<file path="config.mk">
export PLATFORM = sky130hd
export DESIGN_NAME = scp_divider
export DESIGN_NICKNAME = d
export VERILOG_FILES = /design/src/scp_pkg.sv /design/src/scp_divider.sv
export SDC_FILE = /design/constraint.sdc
export NUM_CORES = 1
export LEC_CHECK = 0
export ABC_AREA = 1
export BUFFER_PORTS_ARGS = -buffer_cell sky130_fd_sc_hd__buf_4
export CAP_MARGIN = 30
export CORE_MARGIN = 3
export CORE_UTILIZATION = 40
export DETAILED_ROUTE_END_ITERATION = 8
export GPL_ROUTABILITY_DRIVEN = 0
export GPL_TIMING_DRIVEN = 0
export SKIP_CTS_REPAIR_TIMING = 1
export SLEW_MARGIN = 15
export SYNTH_ARGS = -nofsm -noshare
export SYNTH_HDL_FRONTEND = slang
export SYNTH_SLANG_ARGS = --single-unit
</file>
<file path="constraint.sdc">
create_clock -name clk -period 1.9 [get_ports clk]
set_input_delay 0.19 -clock clk [delete_from_list [all_inputs] [get_ports clk]]
set_output_delay 0.19 -clock clk [all_outputs]
set_load 0.1 [all_outputs]
</file>
<file path="src/scp_pkg.sv">
// Package for the stick packet calibrator: payload types, codes and defaults.
// Used by the divider and the top level; depends on nothing.
`timescale 1ns / 1ps

package scp_pkg;

    localparam int DATA_W          = 16;
    localparam int FRAME_BYTES_DEF = 19;
    localparam int COUNT_BITS_DEF  = 16;

    localparam logic [7:0]  START_BYTE  = 8'hFF;
    localparam logic [7:0]  END_BYTE    = 8'hFE;
    localparam logic [15:0] MIN_RESET   = 16'hFFFF;

    localparam logic [4:0]  X_OFFSET_RESET = 5'd6;
    localparam logic [4:0]  Y_OFFSET_RESET = 5'd8;

    // Input word kinds.
    localparam logic [1:0] KIND_BYTE   = 2'd0;
    localparam logic [1:0] KIND_CLEAR  = 2'd1;
    localparam logic [1:0] KIND_REPORT = 2'd2;

    // Output word kinds.
    localparam logic OUT_SAMPLE = 1'b0;
    localparam logic OUT_REPORT = 1'b1;

    // Register indexes on the configuration port (byte address 4*index).
    localparam logic [1:0] REG_X_OFFSET = 2'd0;
    localparam logic [1:0] REG_Y_OFFSET = 2'd1;
    localparam logic [1:0] REG_MODE     = 2'd2;

    localparam logic MODE_RANGE  = 1'b0;
    localparam logic MODE_CENTER = 1'b1;

    typedef struct packed {
        logic [1:0] kind;
        logic [7:0] rx_byte;
    } scp_in_t;

    typedef struct packed {
        logic        out_kind;
        logic [15:0] sample_x;
        logic [15:0] sample_y;
        logic [15:0] min_x;
        logic [15:0] max_x;
        logic [15:0] min_y;
        logic [15:0] max_y;
        logic [15:0] center_x;
        logic [15:0] center_y;
        logic        center_valid;
    } scp_out_t;

    // Status of the shared divider as seen by the sequencer.
    typedef struct packed {
        logic busy;
        logic done;
    } scp_div_stat_t;

endpackage

</file>
<file path="src/scp_divider.sv">
// Restoring divider, one quotient bit per cycle, shared by the X and Y means.
// Depends on scp_pkg for DATA_W and the status struct.
`timescale 1ns / 1ps

module scp_divider
    import scp_pkg::*;
#(
    parameter int COUNT_BITS = COUNT_BITS_DEF
)
(
    input  logic                         clk,
    input  logic                         rst_n,
    input  logic                         start,
    input  logic [DATA_W+COUNT_BITS-1:0] dividend,
    input  logic [COUNT_BITS-1:0]        divisor,
    output logic [DATA_W-1:0]            quotient,
    output scp_div_stat_t                stat
);

    localparam int CNT_W = $clog2(DATA_W);

    logic                  busy_reg, busy_next;
    logic                  done_reg, done_next;
    logic [CNT_W-1:0]      cnt_reg, cnt_next;
    logic [COUNT_BITS-1:0] rem_reg, rem_next;
    logic [DATA_W-1:0]     quo_reg, quo_next;
    logic [COUNT_BITS:0]   trial;
    logic                  fits;

    // The mean never exceeds the largest sample, so the upper part of the
    // dividend is already below the divisor and only DATA_W steps are needed.
    assign trial = {rem_reg, quo_reg[DATA_W-1]};
    assign fits  = trial >= {1'b0, divisor};

    always_comb
    begin
        busy_next = busy_reg;
        done_next = 1'b0;
        cnt_next  = cnt_reg;
        rem_next  = rem_reg;
        quo_next  = quo_reg;
        if (start)
        begin
            busy_next = 1'b1;
            cnt_next  = '0;
            rem_next  = dividend[DATA_W+COUNT_BITS-1:DATA_W];
            quo_next  = dividend[DATA_W-1:0];
        end
        else if (busy_reg)
        begin
            if (fits)
            begin
                rem_next = COUNT_BITS'(trial - {1'b0, divisor});
            end
            else
            begin
                rem_next = trial[COUNT_BITS-1:0];
            end
            quo_next = {quo_reg[DATA_W-2:0], fits};
            cnt_next = cnt_reg + 1'b1;
            if (cnt_reg == CNT_W'(DATA_W - 1))
            begin
                busy_next = 1'b0;
                done_next = 1'b1;
            end
        end
    end

    always_ff @(posedge clk or negedge rst_n)
    begin
        if (!rst_n)
        begin
            busy_reg <= 1'b0;
            done_reg <= 1'b0;
            cnt_reg  <= '0;
        end
        else
        begin
            busy_reg <= busy_next;
            done_reg <= done_next;
            cnt_reg  <= cnt_next;
        end
    end

    always_ff @(posedge clk)
    begin
        rem_reg <= rem_next;
        quo_reg <= quo_next;
    end

    assign quotient  = quo_reg;
    assign stat.busy = busy_reg;
    assign stat.done = done_reg;

    a_no_start_busy: assert property (@(posedge clk) disable iff (!rst_n)
        start |-> !busy_reg)
        else $error("divider started while busy");

    a_done_ends_run: assert property (@(posedge clk) disable iff (!rst_n)
        done_reg |-> !busy_reg && $past(busy_reg))
        else $error("divider done without a finished run");

    a_rem_below_divisor: assert property (@(posedge clk) disable iff (!rst_n)
        busy_reg && !start |-> rem_reg < divisor)
        else $error("divider remainder not below divisor");

endmodule

</file>
==> summary.md <==
| Metric | Value |
|---|---|
| Leak Pwr | `0.00213 uW` |
| Pwr/cell area | `between 1000 and 1500 nW/um^2` |
| Clock Latency Late Sink | `~0.30 ns` |
| Post-synthesis register bit count | `38` |
| Core Region | `7330 um^2` |
| Util after Layout | `between 50% and 60%` |
| DR vias/cell | `4.63` |
| Max Freq | `484 MHz` |
| Die W | `approximately 93 um` |
| Origin of the worst setup path | `rem_reg[0]` |
| Max_cap viols | `0` |
| Flop2flop setup slack | `-0.17 ns` |
| Largest net degree at the start of global routing | `29` |
| Ys async rst share | `15.8%` |
| Crit Path Max Fanout | `10` |
| Total clock buffers created by CTS | `5` |
| Most instantiated cells after synthesis | `179 x nand2_1, 63 x inv_1, 32 x edfxtp_1` |
| Combinational share of power | `59.9%` |
| Synth area leaders | `edfxtp_1 32%, nand2_1 22%, inv_1 7.8%, ha_1 7.0%, dfrtp_1 4.9%` |
| Area of the mapped netlist | `3040 um^2` |
| Finish-stage setup viols | `16` |
| Final WL | `about 7900 um` |
| EDFF count, synth | `32` |
| CTS tree | `built` |
| Clock-pin slew on the worst setup and hold paths | `~0.080 ns` |
| Layout fillers | `~720` |
| First-pass detailed-route iteration total | `4` |
| Data required, critical path | `around 2 ns` |
| DR vias | `about 2800` |
| Hold Vio Cnt, Final | `0` |
| Crit path to | `rem_reg[12]` |
| GR Overflow Total | `0` |
| Slowest cell on crit path | `edfxtp_1` |
| Row count | `31` |
| Internal Power | `between 3000 and 4000 uW` |
| CTS HTree Levels | `2` |
| Worst setup SP type | `register` |
| Area overhead of the layout relative to synthesis | `36.6%` |
| Reg2Reg Capture Point | `rem_reg[12]` |
| Post-synth top area cell | `edfxtp_1` |
| Setup WS post-layout | `-0.168 ns` |
| Ant diodes | `0` |
| R2r worst-path depth | `10` |
| Nets | `~580` |
| PortBufs | `between 60 and 70` |
| Initial antenna violation count | `0` |
| Failing checks | `setup timing` |
| GRT Overall Usage | `~18%` |
| Most numerous cell in the Yosys netlist | `nand2_1` |
| Post-DR wirelength/cell | `approximately 13 um` |
| CP delay by family, top | `simple AND/OR/NAND/NOR gates` |
| Worst EP arrival | `around 2.1 ns` |
| Status | `finished with violations` |
| DP Worst Slack | `-0.232 ns` |
| Hpwl dp | `5810 um` |
| DRC viols | `0` |
| Synthesized area per cell | `7.19 um^2` |
| Vias in the first global route | `between 2000 and 3000` |
| I/O pin count | `69` |
| DRT iter0 DRCs | `between 90 and 100` |
| CP Class | `reg2reg` |
| Synth cell types | `31` |
| Crit path buffers/inverters | `1` |
| Sequential share of power | `between 20% and 30%` |
| Clk buf depth | `2` |
| Fraction of post-synthesis cell area in the top cell type by area | `around a third` |
| Syn Nets | `492` |
| Clock share of power | `approximately 16%` |
| Slew HR | `66.5%` |
| Share of cells above drive strength 1 | `28.9%` |
| Final slew viol count | `0` |
| Synth Warn # | `0` |
| Effective utilization at floorplan | `41.5%` |
| First-pass GRT wire length | `approximately 12000 um` |
| Die area | `about 8700 um^2` |
| Fin crit share | `109%` |
| Clock sinks | `38` |
| RSZ-0062 raised after global routing | `yes` |
| Clock root buffer | `clkbuf_8` |
| Switch share | `about 44%` |
| Setup TNS | `-1.26 ns` |
| Cell count after synthesis | `around 420` |
| VDD IR-drop max | `about 0.6 mV` |
| Worst path cell trace | `ha_1 -> nand2_1 -> nor2_1 -> nand3_1 -> o21bai_4 -> nor2_4 -> buf_6 -> nand3b_1 -> nand3_1 -> nand2_1` |
| Die height | `between 90 and 100 um` |
| Worst setup EP type | `register` |
| Worst Hold Class | `in2reg` |
| Minimum clock period | `2.07 ns` |
| Antenna-violating nets left | `0` |
| Clock Skew | `0.00393 ns` |
| Reg2reg start | `rem_reg[0]` |
| Switching pwr | `2400 uW` |
| Synth Flop Type | `edfxtp_1` |
| CP max stage delay | `about 0.44 ns` |
| Sequential share of the synthesized area | `36.5%` |
| Worst Tran Pin Value | `between 0.5 and 0.6 ns` |
| WP depth | `10` |
## through the flow
step / hold WS [ns] / power (uW) / std cells / instance area, um^2
4_1_cts: -0.327 / 5040 / 598 / 3870
3_5_place_dp: 0.00232 / 4150 / 590 / 3740
5_1_grt: 0.154 / 5950 / 607 / 4160
3_3_place_gp: 0.000391 / 4120 / 589 / 3710
6_report: 0.150 / 5470 / 607 / 4160
2_1_floorplan: -0.106 / 3540 / 423 / 3090
## worst min-delay path: stages
cell and delay (ns):
buf_4 0.08, nand2_1 0.04, nand2_1 0.04
## cell type report
class | instances | area (um^2) | area share, %
inverter | 63 | 239 | 5.75
clock inverter | 3 | 68.8 | 1.66
buffer | 13 | 97.6 | 2.35
timing repair buffer | 77 | 606 | 14.6
multi-input combinational | 309 | 1840 | 44.3
tap | 99 | 124 | 2.98
clock buffer | 5 | 68.8 | 1.66
sequential | 38 | 1110 | 26.7
## per-layer routing
layer / part of all wire, % / global-route usage [%]
met5: 0 / 0
met4: 0.71 / 4.03
met3: 6.0 / 4.18
met2: 48 / 30.7
met1: 46 / 22.7
## power by group through the flow
stage               sequential [uW]  clock, uW  combinational [uW]
floorplan                      1530          0                2010
detailed placement             1290          0                2860
finish                         1330        862                3280
global route                   1350        927                3670
global placement               1290          0                2840
CTS                            1270        891                2880
## logic make-up after synthesis
group	Yosys count	share of synthesized area (%)
xor gates and xnor gates	7	2.01
DFF	38	36.5
adders and majority gates	18	7.65
buffers and inverters	76	10.9
and+or+nand+nor	270	40.1
AOI/OAI and AO/OA	14	2.75
## worst min path at each step
stage | from | endpoint | slack, ns | depth (start not counted)
2_1_floorplan | rst_n | busy_reg | -0.11 | 0
3_3_place_gp | rst_n | cnt_reg[2] | 0.0004 | 1
3_5_place_dp | rst_n | cnt_reg[2] | 0.002 | 1
4_1_cts | rst_n | cnt_reg[2] | -0.33 | 1
5_1_grt | dividend[13] | quotient[13] | 0.15 | 3
6_report | dividend[17] | rem_reg[1] | 0.15 | 3
## cell usage in the layout (no fill, tap or decap), types with 2 or more instances in the layout
cell type / Yosys / layout
clkbuf_8: 1 / 5
a21oi_1: 9 / 7
inv_1: 63 / 61
nand3b_1: 16 / 16
bufinv_16: 0 / 2
nand4_1: 3 / 3
and2_1: 2 / 2
nand2_4: 1 / 2
buf_2: 2 / 2
o21ai_0: 4 / 4
nor3_1: 2 / 2
buf_12: 1 / 3
nand3_1: 30 / 25
a21oi_2: 0 / 2
edfxtp_1: 32 / 32
nor2_2: 3 / 3
nand3_2: 3 / 8
nand2_2: 11 / 18
nor2_4: 2 / 3
clkbuf_1: 4 / 4
nand2_1: 179 / 171
ha_4: 0 / 14
ha_1: 17 / 3
dfrtp_1: 6 / 6
nor2_1: 16 / 15
xnor2_1: 6 / 6
buf_4: 3 / 77
No activity file was read; power rests on OpenSTA's default activity.
